==> src/sv/modular_exponentiation_top_assert.svh <==
// Assertion macros shared by the modular exponentiation block.
`ifndef MODULAR_EXPONENTIATION_TOP_ASSERT_SVH
`define MODULAR_EXPONENTIATION_TOP_ASSERT_SVH

// The consequent must hold in the same cycle as the antecedent.
`define MEXP_ASSERT_SAME(label, clk, rst_n, ante, cons) \
  label: assert property (@(posedge clk) disable iff (!rst_n) (ante) |-> (cons)) \
    else $error("modular exponentiation: same-cycle check failed");

// The consequent must hold in the cycle after the antecedent.
`define MEXP_ASSERT_NEXT(label, clk, rst_n, ante, cons) \
  label: assert property (@(posedge clk) disable iff (!rst_n) (ante) |=> (cons)) \
    else $error("modular exponentiation: next-cycle check failed");

`endif

==> src/sv/mexp_pkg.sv <==
`default_nettype none

package mexp_pkg;

  // Width of the arithmetic; the fields are masked or extended to it.
  localparam int unsigned OPERAND_WIDTH = 32;
  // Fixed width of every data field on the channels.
  localparam int unsigned FIELD_WIDTH = 32;
  // Bit counter width: counts OPERAND_WIDTH-1 down to zero.
  localparam int unsigned CNT_WIDTH = $clog2(OPERAND_WIDTH);

  typedef logic [OPERAND_WIDTH-1:0] operand_t;
  typedef logic [FIELD_WIDTH-1:0]   field_t;
  typedef logic [CNT_WIDTH-1:0]     count_t;

  // Status of the serial modular multiplier.
  typedef struct packed {
    logic busy;
    logic done;
  } mul_sts_t;

endpackage

`default_nettype wire

==> src/sv/mexp_in_if.sv <==
`default_nettype none

// Input channel: one beat carries base, exponent and modulus.
interface mexp_in_if import mexp_pkg::*; ();
  logic   valid;
  logic   ready;
  field_t base_value;
  field_t exponent_value;
  field_t modulus_value;

  modport source (output valid, output base_value, output exponent_value,
                  output modulus_value, input ready);
  modport sink (input valid, input base_value, input exponent_value,
                input modulus_value, output ready);
endinterface

`default_nettype wire

==> src/sv/mexp_out_if.sv <==
`default_nettype none

// Output channel: one beat carries the power and the error flag.
interface mexp_out_if import mexp_pkg::*; ();
  logic   valid;
  logic   ready;
  field_t power_result;
  logic   modulus_error;

  modport source (output valid, output power_result, output modulus_error,
                  input ready);
  modport sink (input valid, input power_result, input modulus_error,
                output ready);
endinterface

`default_nettype wire

==> src/sv/modular_exponentiation_top.sv <==
// Channel | Direction | Beat contents
// in_i    | sink      | base_value, exponent_value, modulus_value
// out_o   | source    | power_result, modulus_error
//
// The base is reduced first, then every exponent bit costs one squaring plus one
// multiply when set, each a pass through the single bit-serial modular multiplier.
// A zero modulus skips the multiplier and goes straight to the output.
// Reset clears the sequencer and the output valid; nothing else needs clearing.
// A result waiting on a stalled output holds in the output register while the
// next item is accepted; that item waits at its end until the register frees.
`default_nettype none

module modular_exponentiation_top import mexp_pkg::*; (
  input  logic              clk_i,
  input  logic              rst_ni,
  mexp_in_if.sink           in_i,
  mexp_out_if.source        out_o
);

`include "modular_exponentiation_top_assert.svh"

  typedef enum logic [2:0] {
    S_IDLE,
    S_REDUCE,
    S_MUL,
    S_SQR,
    S_OUT
  } state_e;

  state_e   state_q;
  logic     start_q;
  count_t   ecnt_q;
  logic     out_valid_q;
  operand_t acc_q;
  operand_t pw_q;
  operand_t exp_q;
  operand_t m_q;
  logic     err_q;
  field_t   out_result_q;
  logic     out_err_q;

  logic     in_ready;
  logic     accept;
  logic     load_out;
  logic     start_d;
  operand_t m_in;
  logic     m_zero;
  operand_t mul_a;
  operand_t mul_b;
  operand_t product;
  mul_sts_t mul_sts;

  // Handshake strobes, the multiplier start and the masked modulus of the incoming beat.
  always_comb begin
    in_ready = (state_q == S_IDLE);
    accept   = in_i.valid && in_ready;
    load_out = (state_q == S_OUT) && (!out_valid_q || out_o.ready);
    m_in     = operand_t'(in_i.modulus_value);
    m_zero   = (m_in == '0);
    // A new pass starts after a nonzero-modulus beat and after every pass but the last.
    start_d  = (accept && !m_zero) ||
               (mul_sts.done && !(state_q == S_SQR && ecnt_q == '0));
  end

  // Operand selection: reduce the base, multiply into the result, or square.
  always_comb begin
    case (state_q)
      S_REDUCE: begin
        mul_a = operand_t'(1);
        mul_b = pw_q;
      end
      S_MUL: begin
        mul_a = acc_q;
        mul_b = pw_q;
      end
      default: begin
        mul_a = pw_q;
        mul_b = pw_q;
      end
    endcase
  end

  mexp_mulmod u_mulmod (
    .clk_i     (clk_i),
    .rst_ni    (rst_ni),
    .start_i   (start_q),
    .a_i       (mul_a),
    .b_i       (mul_b),
    .m_i       (m_q),
    .product_o (product),
    .sts_o     (mul_sts)
  );

  // Sequencer and output valid.
  always_ff @(posedge clk_i or negedge rst_ni) begin
    if (!rst_ni) begin
      state_q     <= S_IDLE;
      start_q     <= 1'b0;
      ecnt_q      <= '0;
      out_valid_q <= 1'b0;
    end else begin
      start_q <= start_d;
      if (load_out) begin
        out_valid_q <= 1'b1;
      end else if (out_o.ready) begin
        out_valid_q <= 1'b0;
      end
      case (state_q)
        S_IDLE: begin
          if (accept) begin
            if (m_zero) begin
              state_q <= S_OUT;
            end else begin
              state_q <= S_REDUCE;
              ecnt_q  <= count_t'(OPERAND_WIDTH - 1);
            end
          end
        end
        S_REDUCE: begin
          if (mul_sts.done) begin
            state_q <= exp_q[0] ? S_MUL : S_SQR;
          end
        end
        S_MUL: begin
          if (mul_sts.done) begin
            state_q <= S_SQR;
          end
        end
        S_SQR: begin
          if (mul_sts.done) begin
            if (ecnt_q == '0) begin
              state_q <= S_OUT;
            end else begin
              ecnt_q  <= ecnt_q - count_t'(1);
              state_q <= exp_q[1] ? S_MUL : S_SQR;
            end
          end
        end
        S_OUT: begin
          if (load_out) begin
            state_q <= S_IDLE;
          end
        end
        default: begin
          state_q <= S_IDLE;
        end
      endcase
    end
  end

  // Working registers and the output payload.
  always_ff @(posedge clk_i) begin
    if (accept) begin
      m_q   <= m_in;
      pw_q  <= operand_t'(in_i.base_value);
      exp_q <= operand_t'(in_i.exponent_value);
      acc_q <= (m_in == operand_t'(1)) ? '0 : operand_t'(1);
      err_q <= m_zero;
    end
    if (mul_sts.done) begin
      case (state_q)
        S_REDUCE: pw_q <= product;
        S_MUL:    acc_q <= product;
        S_SQR: begin
          pw_q  <= product;
          exp_q <= exp_q >> 1;
        end
        default: begin
        end
      endcase
    end
    if (load_out) begin
      out_result_q <= err_q ? '0 : field_t'(acc_q);
      out_err_q    <= err_q;
    end
  end

  assign in_i.ready          = in_ready;
  assign out_o.valid         = out_valid_q;
  assign out_o.power_result  = out_result_q;
  assign out_o.modulus_error = out_err_q;

  // A zero-modulus beat goes straight to the output without a multiply.
  `MEXP_ASSERT_NEXT(a_zero_mod_skips_mul, clk_i, rst_ni, accept && m_zero,
                    state_q == S_OUT && !start_q)
  // The multiplier is only started when it is free.
  `MEXP_ASSERT_SAME(a_start_when_free, clk_i, rst_ni, start_q, !mul_sts.busy)
  // A finished product only arrives while a multiply step is pending.
  `MEXP_ASSERT_SAME(a_done_in_step, clk_i, rst_ni, mul_sts.done,
                    state_q == S_REDUCE || state_q == S_MUL || state_q == S_SQR)
  // An error result always carries a zero power.
  `MEXP_ASSERT_SAME(a_error_zero, clk_i, rst_ni, out_valid_q && out_err_q,
                    out_result_q == '0)

endmodule

`default_nettype wire

==> src/sv/mexp_mulmod.sv <==
`default_nettype none

// Serial modular multiplier: a * b mod m, one bit of b per cycle, MSB first.
// Requires a < m and m nonzero; b may be any value, so a = 1 reduces b.
module mexp_mulmod import mexp_pkg::*; (
  input  logic     clk_i,
  input  logic     rst_ni,
  input  logic     start_i,
  input  operand_t a_i,
  input  operand_t b_i,
  input  operand_t m_i,
  output operand_t product_o,
  output mul_sts_t sts_o
);

  logic                   busy_q, busy_d;
  logic                   done_q, done_d;
  count_t                 cnt_q, cnt_d;
  operand_t               acc_q, acc_d;
  operand_t               b_q, b_d;
  logic [OPERAND_WIDTH:0] dbl_sum;
  logic [OPERAND_WIDTH:0] add_sum;
  logic [OPERAND_WIDTH:0] m_ext;
  operand_t               dbl_red;
  operand_t               add_red;

  // One step: double the accumulator mod m, then add a mod m if the bit is set.
  always_comb begin
    m_ext   = {1'b0, m_i};
    dbl_sum = {1'b0, acc_q} + {1'b0, acc_q};
    dbl_red = (dbl_sum >= m_ext) ? operand_t'(dbl_sum - m_ext) : operand_t'(dbl_sum);
    add_sum = {1'b0, dbl_red} + {1'b0, a_i};
    add_red = (add_sum >= m_ext) ? operand_t'(add_sum - m_ext) : operand_t'(add_sum);
  end

  // Next values of the counter and the data shift registers.
  always_comb begin
    busy_d = busy_q;
    done_d = 1'b0;
    cnt_d  = cnt_q;
    acc_d  = acc_q;
    b_d    = b_q;
    if (start_i) begin
      busy_d = 1'b1;
      cnt_d  = count_t'(OPERAND_WIDTH - 1);
      acc_d  = '0;
      b_d    = b_i;
    end else if (busy_q) begin
      acc_d = b_q[OPERAND_WIDTH-1] ? add_red : dbl_red;
      b_d   = {b_q[OPERAND_WIDTH-2:0], 1'b0};
      if (cnt_q == '0) begin
        busy_d = 1'b0;
        done_d = 1'b1;
      end else begin
        cnt_d = cnt_q - count_t'(1);
      end
    end
  end

  // Control registers.
  always_ff @(posedge clk_i or negedge rst_ni) begin
    if (!rst_ni) begin
      busy_q <= 1'b0;
      done_q <= 1'b0;
      cnt_q  <= '0;
    end else begin
      busy_q <= busy_d;
      done_q <= done_d;
      cnt_q  <= cnt_d;
    end
  end

  // Data registers.
  always_ff @(posedge clk_i) begin
    acc_q <= acc_d;
    b_q   <= b_d;
  end

  assign product_o  = acc_q;
  assign sts_o.busy = busy_q;
  assign sts_o.done = done_q;

endmodule

`default_nettype wire
==> src/flat_wrapper.sv <==
// flat-port wrapper written by rule: the top's interface ports become plain ports
module modular_exponentiation_top_flat import mexp_pkg::*;
  (clk_i, rst_ni, in_i_valid, in_i_base_value, in_i_exponent_value, in_i_modulus_value, in_i_ready, out_o_valid, out_o_power_result, out_o_modulus_error, out_o_ready);
  mexp_in_if in_i_i ();
  mexp_out_if out_o_i ();
  input  logic clk_i;
  input  logic rst_ni;
  input wire logic [$bits(in_i_i.valid)-1:0] in_i_valid;
  input wire logic [$bits(in_i_i.base_value)-1:0] in_i_base_value;
  input wire logic [$bits(in_i_i.exponent_value)-1:0] in_i_exponent_value;
  input wire logic [$bits(in_i_i.modulus_value)-1:0] in_i_modulus_value;
  output wire logic [$bits(in_i_i.ready)-1:0] in_i_ready;
  output wire logic [$bits(out_o_i.valid)-1:0] out_o_valid;
  output wire logic [$bits(out_o_i.power_result)-1:0] out_o_power_result;
  output wire logic [$bits(out_o_i.modulus_error)-1:0] out_o_modulus_error;
  input wire logic [$bits(out_o_i.ready)-1:0] out_o_ready;
  assign in_i_i.valid = in_i_valid;
  assign in_i_i.base_value = in_i_base_value;
  assign in_i_i.exponent_value = in_i_exponent_value;
  assign in_i_i.modulus_value = in_i_modulus_value;
  assign in_i_ready = in_i_i.ready;
  assign out_o_valid = out_o_i.valid;
  assign out_o_power_result = out_o_i.power_result;
  assign out_o_modulus_error = out_o_i.modulus_error;
  assign out_o_i.ready = out_o_ready;
  modular_exponentiation_top u_core (.clk_i(clk_i), .rst_ni(rst_ni), .in_i(in_i_i), .out_o(out_o_i));
endmodule
==> config.mk <==
export PLATFORM = sky130hd
export DESIGN_NAME = modular_exponentiation_top_flat
export DESIGN_NICKNAME = d
export VERILOG_FILES = /design/src/sv/mexp_pkg.sv /design/src/sv/mexp_in_if.sv /design/src/sv/mexp_out_if.sv /design/src/sv/modular_exponentiation_top.sv /design/src/sv/mexp_mulmod.sv /design/src/flat_wrapper.sv
export VERILOG_INCLUDE_DIRS = /design/src /design/src/sv
export SDC_FILE = /design/constraint.sdc
export NUM_CORES = 1
export LEC_CHECK = 0
export CORE_MARGIN = 5
export CORE_UTILIZATION = 48
export CTS_CLUSTER_DIAMETER = 60
export DETAILED_ROUTE_END_ITERATION = 8
export DONT_BUFFER_PORTS = 1
export PLACE_DENSITY_LB_ADDON = 0.05
export SYNTH_ARGS = -nofsm -noshare
export SYNTH_HDL_FRONTEND = slang
export SYNTH_SLANG_ARGS = --single-unit
==> constraint.sdc <==
create_clock -name clk_i -period 24.3 [get_ports clk_i]
set_clock_uncertainty 0.1 [all_clocks]
set_input_delay 4.86 -clock clk_i [delete_from_list [all_inputs] [get_ports clk_i]]
set_output_delay 4.86 -clock clk_i [all_outputs]
set_load 0.005 [all_outputs]
Word level (Yosys, flattened, before mapping). Cells that the tools add are included.

Output and inout port bits: 35. Bits in registers: 243. Input bits: 100.

Reductions and logical operators: 21. Muxes and demuxes: 42. Eq/ne operators: 13. Order comparisons: 2. Add/sub/neg operators: 6.

Operator list (count): $mux 32 (14); $add 32x32->33 (2); $ge 33x32->1 (2); $pmux 32 s2 (1); $sub 32x32->32 (2); $mux 5 (7); $eq 32x1->1 const B (1); $logic_not 32->1 (1); $mux 3 (7); $pmux 3 s5 (1); $mux 1 (11); $logic_not 5->1 (2); $ne 2x2->1 const B (5); $pmux 5 s2 (1); $reduce_and 5->1 (2); $sub 5x1->5 const B (2); $eq 3x2->1 const B (2); $ne 2x1->1 const B (3); $reduce_bool 2->1 (3); $logic_and 1x1->1 (5); $eq 3x1->1 const B (1); $eq 3x3->1 const B (1); $logic_not 1->1 (3); $logic_not 3->1 (1); 3 further kinds (4).

Logic depth before layout (Yosys ltp). Gate-level depths: netlist of the first run.

Word-level depth: 7. Gate-level depth with buffers: 39. Gate-level depth less buffers: 36.

Hierarchy. From an unflattened synthesis of the first run, not the netlist that was laid out.

Cell total of the unflattened synthesis: 1845. Area total of the unflattened synthesis: 15972.8 µm².

By module, submodules not included: mexp_mulmod (area an instance 9012.4 µm², cells each 1121, sequential area each 1776.7 µm², instances 1); modular_exponentiation_top (area an instance 6960.4 µm², cells each 724, sequential area each 4154.0 µm², instances 1).

Worst setup path before layout of the first run. OpenSTA, ideal clock, no wires.

Path kind: register to register. Start point: register u_core.m_q[14]. End point: register u_core.u_mulmod.acc_q[24], in the netlist u_core.u_mulmod.product_o[24]. Setup time: 0.133 ns. Setup slack: 16.404 ns. Period minus slack after synthesis: 7.896 ns. Cell stages (with the launch flop): 37. Required time: 24.067 ns. Arrival: 7.663 ns. Cells stage by stage: edfxtp_1 inv_1 ha_1 a211oi_2 nor2_1 or3_4 o311ai_4 and2_2 clkbuf_1 clkbuf_1 clkbuf_1 nor2_1 ha_1 a21o_1 a21oi_1 nor2_1 a311oi_2 a211oi_4 a2111oi_4 o31ai_4 a41oi_2 o311a_1 nor3_1 ha_1 nand4_1 or2_2 nor3_1 o2111ai_1 nand3_1 a41oi_1 and3_1 a22o_1 inv_1 clkbuf_1 nor2_1 a221oi_1 o22ai_1.

Word-level cells in the longest chain between the ends: 6. Elaborated cells between the ends (all ways): 8.

Ends and longest elaborated chain: start, declared (line modular_exponentiation_top.sv:37) `operand_t m_q;`; start signal, assigned (line modular_exponentiation_top.sv:154) `m_q <= m_in;`; $sub 32x32->32 or $ge 33x32->1 (tied branches) (line mexp_mulmod.sv:31) `dbl_red = (dbl_sum >= m_ext) ? operand_t'(dbl_sum - m_ext) : operand_t'(dbl_sum);`; $mux 32 (line mexp_mulmod.sv:31); $add 32x32->33 (line mexp_mulmod.sv:32) `add_sum = {1'b0, dbl_red} + {1'b0, a_i};`; $sub 32x32->32 or $ge 33x32->1 (tied branches) (line mexp_mulmod.sv:33) `add_red = (add_sum >= m_ext) ? operand_t'(add_sum - m_ext) : operand_t'(add_sum);`; $mux 32 (line mexp_mulmod.sv:33); $mux 32 * (line mexp_mulmod.sv:49) `acc_d = b_q[OPERAND_WIDTH-1] ? add_red : dbl_red;`; end signal, assigned (line mexp_mulmod.sv:75) `acc_q <= acc_d;`; end, declared (line mexp_mulmod.sv:19) `operand_t acc_q, acc_d;`.

Mark *: on every way between the ends. The rest lies on a longest branch, timed or not. A chain may end at the register's enable or synchronous reset.

Worst setup path after layout of the first run.
Start point: register u_core.u_mulmod.acc_q[23], in the netlist u_core.u_mulmod.product_o[23]. End point: register u_core.u_mulmod.acc_q[16], in the netlist u_core.u_mulmod.product_o[16].

Word-level cells in the longest chain between the ends: 7. Elaborated cells between the ends (all ways): 9.

Ends and longest elaborated chain: $add 32x32->33 * (line mexp_mulmod.sv:30) `dbl_sum = {1'b0, acc_q} + {1'b0, acc_q};`; $ge 33x32->1 or $sub 32x32->32 (tied branches) (line mexp_mulmod.sv:31); $mux 32 * (line mexp_mulmod.sv:31); $add 32x32->33 (line mexp_mulmod.sv:32); $sub 32x32->32 or $ge 33x32->1 (tied branches) (line mexp_mulmod.sv:33); $mux 32 (line mexp_mulmod.sv:33); $mux 32 * (line mexp_mulmod.sv:49).

Marked as above.

==> impl_metrics.csv, run 1 <==
group,metric,value,unit
timing,timing.setup.tns,0,ns
logic_synthesis,synth_edf_count,98,
route,postRouteAntennaNets,0,
logic_synthesis,syn_area,15400,um^2
clocking,cts.sinks,243,
critical_path,setup.worst_path.start_class,"flop",
layout,final_cells,2136,
logic_synthesis,ys_warn_count,0,
logic_synthesis,synth_top_area_share,19.1,%
job,maxCapViolCount,0,
global_route,grt_pass1_vias,12657,
route,routed_wl,48100,um
global_route,grt_overflow,0,
floorplan,die_w,189,um
clocking,cts-htree-levels,1,
logic_synthesis,ys_seq_area_share,38.4,%
global_route,grt_max_degree,65,
route,routedWlPerCell,22.5,um
critical_path,r2r_slack,14.46,ns
layout,layout-drive-gt1-share,8.25,%
timing,setup_viol_count_final,0,
global_route,antenna_found_initial,0,
layout,layout_commonest_cell,"nand2_1",
timing,maxSlewHeadroom,29.6,%
floorplan,rows,65,
floorplan,start_util,48.8,%
placed_design,dp_hpwl,36100,um
clocking,clock_latency,0.58,ns
hold_path,worstHoldStart,"u_core.exp_q[17]",
route,drtIter0Drc,1008,
critical_path,critPathLaunch,"u_core.u_mulmod.product_o[23]",
critical_path,r2r-end,"u_core.u_mulmod.product_o[16]",
placed_design,io_buffer_count,0,
critical_path,rr_worst_depth,32,
critical_path,cp.arrival,10.16,ns
critical_path,max_stage_delay,0.85,ns
timing,hold_viol_final,0,
clocking,path_clk_slew,0.06,ns
timing,rsz0062_at_grt,"no",
layout,antenna_cells,0,
placed_design,dp.cells,2080,
layout,syn2layout_area_growth,8.72,%
layout,nets,1911,
placed_design,place_congestion,0.986,
floorplan,die-area,35800,um^2
critical_path,critPathSlowestCell,"and2_2",
timing,fmax,0.102,GHz
logic_synthesis,ys_ff_latch,243,
run_status,status,"finished clean",
clocking,postCtsSetupRepairBufs,0,
clocking,cts_buffers,30,
logic_synthesis,async_reset_ff_share,7.00,%
placed_design,placed_area,15800,um^2
timing,drv_slew,0,
clocking,clk_path_buf_depth,3,
logic_synthesis,syn_avg_cell_area,8.82,um^2
global_route,grt_pass1_wl,74500,um
clocking,postCtsHoldBufs,0,
critical_path,rr_startpoint,"u_core.u_mulmod.product_o[23]",
logic_synthesis,synth_top_cell_by_area,"edfxtp_1",
route,drc_errors,0,
critical_path,crit_path_end_kind,"flop",
logic_synthesis,ys_top_cells_by_area,"edfxtp_1 (19%), dfxtp_1 (17%), ha_1 (7.9%)",
critical_path,crit_end,"u_core.u_mulmod.product_o[16]",
critical_path,worstPathRequired,24.62,ns
global_route,track_usage,26.3,%
timing,max_slew.worst_pin.slew,1.05,ns
layout,design_area,16800,um^2
timing,min_period,9.84,ns
clocking,clock-root-buffer,"clkbuf_16",
critical_path,path_max_fanout,53,
hold_path,hp-class,"flop to flop",
logic_synthesis,ys_types,84,
floorplan,ios,135,
floorplan,core-area,31600,um^2
floorplan,die_h,189,um
clocking,cts_tree,"yes",
logic_synthesis,syn_nets,1951,
clocking,cts_resized,0,
critical_path,crit_type,"flop to flop",
layout,mostFrequentLayoutCells,"nand2_1 (250), nor2_1 (154), dfxtp_1 (128)",
logic_synthesis,synthCells,1750,
timing,timing.final.crit_share,40.5,%
route,first_pass_iters,5,
critical_path,path_common_cell,"ha_1",
route,vias_per_cell,6.03,
route,num_vias,12873,
logic_synthesis,ys.flop_type,"dfxtp_1",
layout,fin_util,53.0,%
==> registers in the layout, indices dropped and copies added, names as in the netlist <==
name	count
u_core.u_mulmod.cnt_q	5
u_core.u_mulmod.product_o	32
u_core.acc_q	32
u_core.exp_q	32
u_core.mul_b	32
u_core.ecnt_q	5
u_core.m_q	32
u_core.out_o.modulus_error	1
u_core.err_q	1
u_core.u_mulmod.done_q	1
u_core.state_q	3
u_core.out_o.power_result	32
u_core.out_o.valid	1
u_core.u_mulmod.busy_q	1
u_core.start_q	1
u_core.u_mulmod.b_q	32
==> cells in the mapped netlist (3+ instances only) <==
master and instances:
nand2_1 252, nor2_1 157, dfxtp_1 128, a21oi_1 112
edfxtp_1 98, ha_1 98, clkbuf_1 82, inv_1 73
a31oi_1 69, o21ai_0 69, a22o_1 64, xnor2_1 58
a21o_1 55, nor2b_1 42, mux2_2 40, xor2_1 36
nand2b_1 27, nand3_1 19, nor3_1 19, dfrtp_1 17
nand4_1 16, o211ai_1 16, o21bai_1 15, nor4_1 14
mux2i_1 13, o22ai_1 11, o31ai_1 11, a211oi_1 10
o21a_1 10, and2_1 7, and3_1 7, a21boi_0 6
or2_2 6, or3_1 6, a221oi_1 5, a211o_1 4
buf_2 4, nor3b_1 4, buf_1 3, fa_1 3
o2111ai_1 3, o21ai_1 3
==> worst min-delay path by stage <==
| stage | endpoint | slack [ns] | depth (start not counted) |
|---|---|---|---|
| 3_5_place_dp | u_core.exp_q[10] | 0.36 | 2 |
| 4_1_cts | u_core.exp_q[17] | 0.37 | 2 |
| 3_3_place_gp | u_core.exp_q[17] | 0.36 | 2 |
| 2_1_floorplan | u_core.exp_q[0] | 0.35 | 2 |
| 5_1_grt | u_core.exp_q[3] | 0.39 | 2 |
| 6_report | u_core.exp_q[17] | 0.37 | 2 |
==> layout make-up <==
| class | instances | area, um^2 |
|---|---|---|
| fillers | 2980 | 14900 |
| multi-input cells | 1343 | 8900 |
| flip-flops and latches | 243 | 5930 |
| clock buffers | 35 | 811 |
| well taps | 402 | 503 |
| inverters | 75 | 284 |
| clock inverters | 21 | 211 |
| repair buffers | 17 | 128 |
==> cell families after synthesis <==
logic type                 count (synthesis)  synth area share [%]
DFF                                      243                  38.4
and+or+nand+nor                          587                  17.1
AOI/OAI and AO/OA                        508                  23.0
buffers and inverters                    164                  4.02
adders and majority gates                101                  8.34
xor gates and xnor gates                  94                  5.34
muxes                                     53                  3.76
==> per-layer routing <==
layer  wire [um]  track usage (%)
met1       21000             34.2
met2       23200             45.2
met3        2000             3.36
met4        1910             9.32
met5           0                0
==> critical path: cells and delay by family (launching register included) <==
kind	cells	cell delay (ns)
buf+inv	2	0.68
simple gates	9	2.83
compound gates	15	3.81
fa+ha+maj	3	0.90
flops	1	0.44
mux	3	0.89
==> stage by stage <==
step                setup slack (ns)  hold WS [ns]
CTS                            14.53         0.374
finish                         14.46         0.372
global route                   13.78         0.388
global placement               14.76         0.361
floorplan                      16.40         0.351
detailed placement             14.59         0.362
Power of run 1 is left out: the tool's default activity adds up to more than one toggle a clock period on the data nets, which glitch-free logic cannot reach.
==> run 2: changes to the inputs <==
==> constraint.sdc (replaced) <==
create_clock -name clk_i -period 9.7 [get_ports clk_i]
set_clock_uncertainty 0.1 [all_clocks]
set_input_delay 1.94 -clock clk_i [delete_from_list [all_inputs] [get_ports clk_i]]
set_output_delay 1.94 -clock clk_i [all_outputs]
set_load 0.005 [all_outputs]
==> impl_metrics.csv, run 2 (synthesis gave the netlist of run 1 again) <==
group,metric,value,unit
critical_path,crit_cells,33,
route,num_vias,12954,
clocking,clk_path_buf_depth,3,
global_route,track_usage,25.8,%
timing,hold_viol_final,0,
critical_path,path_buf_inv,2,
global_route,grt_pass1_wl,73300,um
clocking,postCtsHoldBufs,0,
timing,setup_slack,0.680,ns
layout,syn2layout_area_growth,9.36,%
global_route,grt_pass1_vias,12754,
clocking,clock-root-buffer,"clkbuf_16",
critical_path,crit_path_end_kind,"flop",
timing,timing.final.crit_share,93.0,%
placed_design,dp.cells,2082,
critical_path,worstPathRequired,10.06,ns
placed_design,place_ws,0.838,ns
timing,drv_slew,0,
floorplan,ios,135,
clocking,cts.sinks,243,
clocking,postCtsSetupRepairBufs,0,
layout,layout_commonest_cell,"nand2_1",
critical_path,crit_type,"flop to flop",
layout,final_cells,2139,
route,drtIter0Drc,791,
layout,nets,1914,
layout,layout-drive-gt1-share,8.41,%
timing,min_period,9.02,ns
floorplan,start_util,48.8,%
route,drc_errors,0,
timing,maxSlewHeadroom,32.3,%
clocking,clock_latency,0.57,ns
clocking,cts_buffers,31,
critical_path,cp.arrival,9.38,ns
placed_design,place_congestion,0.935,
route,postRouteAntennaNets,0,
floorplan,rows,65,
clocking,cts-htree-levels,1,
critical_path,max_stage_delay,0.46,ns
route,routedWlPerCell,22.3,um
critical_path,setup.worst_path.start_class,"flop",
timing,rsz0062_at_grt,"no",
timing,setup_viol_count_final,0,
hold_path,holdPathStages,2,
timing,timing.setup.tns,0,ns
global_route,grt_max_degree,69,
timing,fmax,0.111,GHz
global_route,antenna_found_initial,0,
placed_design,dp_hpwl,36100,um
clocking,path_clk_slew,0.06,ns
placed_design,io_buffer_count,0,
route,first_pass_iters,5,
critical_path,path_common_cell,"a21o_1",
global_route,grt_overflow,0,
clocking,cts_tree,"yes",
route,routed_wl,47600,um
critical_path,cp_top_family,"compound AO/OA/AOI/OAI gates",
timing,max_slew.worst_pin.slew,1.01,ns
clocking,cts_resized,0,
critical_path,rr_worst_depth,33,
critical_path,critPathSlowestCell,"dfxtp_1",
route,vias_per_cell,6.06,
run_status,status,"finished clean",
job,maxCapViolCount,0,
layout,mostFrequentLayoutCells,"nand2_1 (250), nor2_1 (154), dfxtp_1 (128)",
floorplan,die_w,189,um
floorplan,die_h,189,um
hold_path,hp-class,"flop to flop",
layout,antenna_cells,0,
layout,fill_cells,2974,
floorplan,core-area,31600,um^2
floorplan,die-area,35800,um^2
critical_path,path_max_fanout,40,
==> run 2: cell types whose count changed in the layout (fill, tap and decap cells not counted), moves of 2 or more <==
cell,change
clkinv_4,+2
inv_6,-6
clkinv_1,-2
inv_8,+3
clkbuf_1,+2
buf_4,+2
clkbuf_16,+3
==> run 2: worst register-to-register path, delay by kind of cell (launching register included) <==
family / cells / cell delay, ns
AO/OA/AOI/OAI: 21 / 4.55
adder cells (fa/ha/maj): 3 / 1.15
AND/OR/NAND/NOR: 4 / 0.82
buffers and inverters: 2 / 0.80
multiplexers: 2 / 0.67
flip-flops: 1 / 0.46
XOR/XNOR: 1 / 0.39
==> run 2: through the flow <==
| step | instance area [um^2] | hold WS, ns | utilization (%) |
|---|---|---|---|
| 2_1_floorplan | 15400 | 0.351 | - |
| 3_3_place_gp | 15800 | 0.362 | 49.8 |
| 3_5_place_dp | 15800 | 0.365 | 49.8 |
| 4_1_cts | 16900 | 0.374 | 53.3 |
| 5_1_grt | 16900 | 0.394 | 53.3 |
| 6_report | 16900 | 0.373 | 53.3 |
==> run 2: layout make-up <==
type	count	area, um^2	share of cell area [%]
tap	402	503	2.98
clock buffer	39	880	5.21
inverter	75	284	1.68
multi-input combinational	1343	8900	52.8
sequential	243	5930	35.2
clock inverter	18	226	1.34
timing repair buffer	19	143	0.845
==> run 2: layer usage <==
layer / global-route usage, % / part of all wire (%) / vias up
met1: 33.0 / 43 / 6167
met4: 10.0 / 4.3 / 0
li1: - / - / 6274
met2: 44.6 / 48 / 401
met5: 0 / 0 / -
met3: 3.04 / 4.9 / 112
==> run 2: final timing paths <==
kind / from / slack [ns] / to
setup reg to reg: u_core.u_mulmod.product_o[23] / 0.68 / u_core.u_mulmod.product_o[8]
min in group asynchronous: rst_ni / 0.97 / u_core.out_o.valid
max in group asynchronous: rst_ni / 8.45 / u_core.start_q
hold / removal: u_core.exp_q[3] / 0.37 / u_core.exp_q[3]
setup / recovery: u_core.u_mulmod.product_o[23] / 0.68 / u_core.u_mulmod.product_o[8]
hold reg to reg: u_core.exp_q[3] / 0.37 / u_core.exp_q[3]
Power of run 2 is left out for the same reason.
